==> config.mk <==
export PLATFORM = sky130hd
export DESIGN_NAME = cnp_cfg
export DESIGN_NICKNAME = d
export VERILOG_FILES = /design/src/rtl/core/cnp_pkg.sv /design/src/rtl/core/cnp_cfg.sv
export SDC_FILE = /design/constraint.sdc
export NUM_CORES = 1
export LEC_CHECK = 0
export ABC_AREA = 1
export BUFFER_PORTS_ARGS = -buffer_cell sky130_fd_sc_hd__buf_2
export CAP_MARGIN = 20
export CELL_PAD_IN_SITES_DETAIL_PLACEMENT = 1
export CELL_PAD_IN_SITES_GLOBAL_PLACEMENT = 1
export CORE_ASPECT_RATIO = 0.8
export CORE_UTILIZATION = 38
export CTS_CLUSTER_SIZE = 24
export DETAILED_ROUTE_END_ITERATION = 12
export PLACE_DENSITY_LB_ADDON = 0.1
export SLEW_MARGIN = 20
export SYNTH_ARGS = -nofsm -noshare
export SYNTH_HDL_FRONTEND = slang
export SYNTH_SLANG_ARGS = --single-unit
==> constraint.sdc <==
create_clock -name clk -period 2.2 [get_ports clk]
set_clock_uncertainty 0.1 [all_clocks]
set_input_delay 0.22 -clock clk [delete_from_list [all_inputs] [get_ports clk]]
set_output_delay 0.22 -clock clk [all_outputs]
set_load 0.005 [all_outputs]
==> src/rtl/core/cnp_pkg.sv <==
`default_nettype none
// ----------------------------------------------------------------------------
// cnp_pkg
// Widths, stage indexes, register codes and shared types of the capsule
// nearest point pipeline.
// ----------------------------------------------------------------------------
package cnp_pkg;

  localparam int COORD_W = 32;
  localparam int GUARD_W = 16;
  localparam int RAD_W   = COORD_W - 1;
  localparam int DIFF_W  = COORD_W + 1;
  localparam int MAG_W   = COORD_W;
  localparam int PROD_W  = 2 * DIFF_W;
  localparam int DOT_W   = PROD_W + 1;
  localparam int HALF_W  = PROD_W / 2;
  localparam int PP_W    = MAG_W + HALF_W;
  localparam int MX_W    = MAG_W + RAD_W;
  localparam int RR_W    = 2 * RAD_W;

  localparam int DIV_Q  = COORD_W + 2;
  localparam int DIV_DW = DOT_W + 1;
  localparam int DIV_NW = DIV_DW + DIV_Q;
  localparam int SQ_NW  = PROD_W + 2 * GUARD_W;
  localparam int SQ_RW  = SQ_NW / 2;
  localparam int OFF_W  = DIV_Q + 1;
  localparam int SUM_W  = DIV_Q + 2;

  localparam int CFG_DW    = 32;
  localparam int CFG_AW    = 5;
  localparam int REG_IDX_W = CFG_AW - 2;

  localparam logic [REG_IDX_W-1:0] REG_START_X = REG_IDX_W'(0);
  localparam logic [REG_IDX_W-1:0] REG_START_Y = REG_IDX_W'(1);
  localparam logic [REG_IDX_W-1:0] REG_END_X   = REG_IDX_W'(2);
  localparam logic [REG_IDX_W-1:0] REG_END_Y   = REG_IDX_W'(3);
  localparam logic [REG_IDX_W-1:0] REG_RADIUS  = REG_IDX_W'(4);

  localparam int ST_D1  = 5;
  localparam int ST_A   = ST_D1 + DIV_Q + 1;
  localparam int ST_SQ  = ST_A + 4;
  localparam int ST_D2  = ST_SQ + SQ_RW + 1;
  localparam int ST_OUT = ST_D2 + DIV_Q + 1;
  localparam int NSTG   = ST_OUT + 1;

  typedef logic signed [COORD_W-1:0] coord_t;
  typedef logic signed [DIFF_W-1:0]  diff_t;
  typedef logic signed [PROD_W-1:0]  prod_t;
  typedef logic signed [DOT_W-1:0]   dot_t;

  typedef struct packed {
    coord_t            start_x;
    coord_t            start_y;
    coord_t            end_x;
    coord_t            end_y;
    logic [RAD_W-1:0]  radius;
  } cfg_t;

  typedef struct packed {
    coord_t px;
    coord_t py;
    logic   sel_start;
    logic   sel_end;
    logic   negx;
    logic   negy;
  } sb1_t;

  typedef struct packed {
    coord_t           px;
    coord_t           py;
    coord_t           ax;
    coord_t           ay;
    logic             in_cap;
    logic             zero;
    logic             negx;
    logic             negy;
    logic [MX_W-1:0]  mx;
    logic [MX_W-1:0]  my;
  } sb2_t;

  typedef struct packed {
    coord_t px;
    coord_t py;
    coord_t ax;
    coord_t ay;
    logic   in_cap;
    logic   zero;
    logic   negx;
    logic   negy;
  } sb3_t;

  function automatic coord_t sat_coord(input logic signed [SUM_W-1:0] v);
    logic ok;
    ok = (&v[SUM_W-1:COORD_W-1]) | ~(|v[SUM_W-1:COORD_W-1]);
    if (ok) begin
      return v[COORD_W-1:0];
    end else if (v[SUM_W-1]) begin
      return {1'b1, {(COORD_W-1){1'b0}}};
    end else begin
      return {1'b0, {(COORD_W-1){1'b1}}};
    end
  endfunction

endpackage
`default_nettype wire

==> src/rtl/core/cnp_cfg.sv <==
`default_nettype none
// ----------------------------------------------------------------------------
// cnp_cfg
// APB register bank holding the bone end points and the capsule radius.
// ----------------------------------------------------------------------------
module cnp_cfg (
  input  logic                          clk,
  input  logic                          rst_n,
  input  logic                          psel,
  input  logic                          penable,
  input  logic                          pwrite,
  input  logic [cnp_pkg::CFG_AW-1:0]    paddr,
  input  logic [cnp_pkg::CFG_DW-1:0]    pwdata,
  output logic [cnp_pkg::CFG_DW-1:0]    prdata,
  output logic                          pready,
  output cnp_pkg::cfg_t                 cfg
);

  cnp_pkg::cfg_t                       cfg_r;
  logic [cnp_pkg::REG_IDX_W-1:0]       idx;
  logic                                wr;

  assign idx    = paddr[cnp_pkg::CFG_AW-1:2];
  assign wr     = psel & penable & pwrite;
  assign pready = 1'b1;
  assign cfg    = cfg_r;

  always_ff @(posedge clk) begin
    if (!rst_n) begin
      cfg_r <= '0;
    end else if (wr) begin
      unique case (idx)
        cnp_pkg::REG_START_X: cfg_r.start_x <= pwdata[cnp_pkg::COORD_W-1:0];
        cnp_pkg::REG_START_Y: cfg_r.start_y <= pwdata[cnp_pkg::COORD_W-1:0];
        cnp_pkg::REG_END_X:   cfg_r.end_x   <= pwdata[cnp_pkg::COORD_W-1:0];
        cnp_pkg::REG_END_Y:   cfg_r.end_y   <= pwdata[cnp_pkg::COORD_W-1:0];
        cnp_pkg::REG_RADIUS:  cfg_r.radius  <= pwdata[cnp_pkg::RAD_W-1:0];
        default: ;
      endcase
    end
  end

  always_comb begin
    unique case (idx)
      cnp_pkg::REG_START_X: prdata = cfg_r.start_x;
      cnp_pkg::REG_START_Y: prdata = cfg_r.start_y;
      cnp_pkg::REG_END_X:   prdata = cfg_r.end_x;
      cnp_pkg::REG_END_Y:   prdata = cfg_r.end_y;
      cnp_pkg::REG_RADIUS:  prdata = cnp_pkg::CFG_DW'(cfg_r.radius);
      default:              prdata = '0;
    endcase
  end

endmodule
`default_nettype wire

==> qor.csv <==
stage,metric,value,unit
power_and_ir_drop,P_leak,5.05,nW
cts,total setup buffers inserted after CTS,0,
route,met2 routed WL,13.5,mm
logic_synthesis,Cells after Synth,1264,
floorplanning,initial core utilization,0.395,
cts,# hold bufs at CTS,0,
sta,RSZ-0062 raised after global routing,false,
global_route,"Remaining Overflow, GRT",0,
sta,"Period Utilization, post-route",0.880,
sta,"Slew Viols, Final",0,
route,Routed Antenna Nets,0,
critical_path,crit path DAT,1.62,ns
critical_path,CP cell instances,"buf_2, buf_4, nand4_1, nand2_1, nor2_1, nand2_1, buf_2",
cts,clk slew on worst S/H paths,0.07,ns
sta,final setup vio count,0,
logic_synthesis,register area share after synthesis,0.401,
sta,Setup TNS Final,0,ns
sta,final hold vios,0,
status,status,"complete, no violations",
cts,CTS resizes,0,
critical_path,Worst Path Max Fanout,25,
route,vias,8714,
cts,H-tree depth,4,
critical_path,crit end category,output port,
critical_path,critical path's slowest cell,buf_4,
route,number of vias per cell,5.03,
critical_path,Startpoint Class,input pin,
placement,routability cong.,0.781,
hold_path,HP Class,input pin to flip-flop,
floorplanning,FP Rows,46,
layout,register area,0.00318,sq mm
route,Avg WL per Cell,17.2,um
global_route,vias in the first global route,8378,
floorplanning,Die W,164,um
critical_path,"slowest stage delay, CP",0.38,ns
route,Pre-Repair DR Iteration Count,4,
critical_path,Crit Path Category,input pin to output port,
floorplanning,die height,131,um
logic_synthesis,Post-Synthesis Cell Area,0.00795,sq mm
layout,fill count,2785,
route,DRT Wirelength,29.8,mm
cts,CTS buffer count,17,
floorplanning,Top Ports,234,
floorplanning,CORE AREA,0.0201,sq mm
critical_path,Buf/Inv on CP,3,
global_route,Total GRT Usage,0.281,
placement,Port Buffers,230,
critical_path,dominant delay contributor by cell family on the critical path,buffers and inverters,
logic_synthesis,Netlist cell types,20,
global_route,largest net degree at the start of global routing,97,
sta,Tmin final,1.94,ns
critical_path,Worst EP required,1.88,ns
global_route,initial antenna violation count,1,
route,DRC,0,
layout,area delta synth->final,24.0,%
layout,most frequent cells in the layout,"nor2_1, nand2_1, buf_2, nand3_1, dfxtp_1",
cts,clk_lat worst skew,0.43,ns
sta,Max Freq,516,MHz
route,metal3 WL,2.16,mm
cts,CTS tree,yes,
placement,dpl hpwl,19.8,mm
layout,"most common cell after layout, fill and taps aside",nor2_1,
global_route,first-pass GRT wire length,46.9,mm
layout,Final Util,0.489,
critical_path,Stages on worst setup path,7,
cts,# clock sinks,159,
logic_synthesis,Syn Nets,1306,
layout,Multi-input gate area,0.00399,sq mm
critical_path,worst-case reg-to-reg path depth,2,
layout,Largest register FFs,159,
cts,Longest Clk Path Bufs,2,
route,uppermost layer routed,met5,
layout,nets,1496,
route,wire length on met1,13.8,mm
logic_synthesis,Ys Warns,0,
logic_synthesis,Synth Area per Inst,6.29,sq um
job,maxcap violations,0,
logic_synthesis,Seq cells post-synth,159,
power_and_ir_drop,cell area power density,656,mW/mm^2
power_and_ir_drop,Max VDD drop,478,uV
floorplanning,Die Area,0.0215,sq mm
cts,root buffer selected by CTS,clkbuf_16,
route,initial DRC count,479,
hold_path,hold depth,5,
layout,layout cells sized above 1,0.213,
## synthesized netlist by cell type
library cell / number / area, sq um
conb_1: 1 / 3.75
nand3_4: 2 / 35.0
nor2_2: 5 / 31.3
a21oi_1: 1 / 5.00
nor2_8: 1 / 20.0
dfxtp_1: 159 / 3180
nor2_4: 3 / 33.8
inv_2: 5 / 18.8
nand4_1: 46 / 288
buf_1: 18 / 67.6
nand3_1: 174 / 871
buf_6: 10 / 113
nand2_2: 1 / 6.26
buf_4: 24 / 180
clkbuf_1: 17 / 63.8
nand2_1: 339 / 1270
nand3_2: 1 / 10.0
buf_2: 24 / 120
inv_1: 66 / 248
nor2_1: 367 / 1380
## cell type report
cell class / instances / area share
inverter: 71 / 0.0274
tap: 264 / 0.0335
antenna: 1 / 0.000254
timing repair buffer: 264 / 0.154
multi-input combinational: 941 / 0.404
clock buffer: 20 / 0.0453
sequential: 159 / 0.323
clock inverter: 11 / 0.0119
## path summary, 6_finish.rpt
path | slack [ns] | endpoint | startpoint
max | 0.26 | prdata[21] | paddr[2]
min | 0.07 | cfg[37]$_SDFFE_PN0P_ | pwdata[6]
max reg2reg | 1.45 | cfg[148]$_SDFFE_PN0P_ | cfg[148]$_SDFFE_PN0P_
min reg2reg | 0.40 | cfg[116]$_SDFFE_PN0P_ | cfg[116]$_SDFFE_PN0P_
## kinds of logic after synthesis
kind of cell / synth area share
buffers and inverters: 0.102
other: 0.000472
and+or+nand+nor: 0.496
AOI/OAI and AO/OA: 0.000629
DFF: 0.401
## per-layer routing
layer / GRT usage / up-vias
met1: 0.380 / 4115
met5: 0 / -
met2: 0.445 / 247
met3: 0.0720 / 27
li1: - / 4323
met4: 0.0607 / 2
## worst min-delay path: cells and delay by family
family        cells  cell delay [ns]
simple gates      3             0.18
buf+inv           2             0.15
## power breakdown
group | internal [mW] | leakage (nW) | switching, mW
Clock | 1.69 | 0.275 | 1.23
Sequential | 2.92 | 1.28 | 0.0302
Combinational | 0.178 | 3.49 | 0.422
Total | 4.78 | 5.05 | 1.68
## through the flow
stage	power [mW]	hold WS (ns)	cell area [sq um]	worst slack (ns)	instances
finish	6.46	0.0671	9860	0.263	1731
global route	6.70	0.0988	9860	0.152	1730
CTS	6.51	0.0610	9860	0.243	1730
detailed placement	3.61	0.390	9290	0.307	1699
global placement	3.60	0.384	9290	0.337	1699
floorplan	3.37	0.357	7950	0.756	1264
Note: power is estimated with default switching activity, not from simulation.
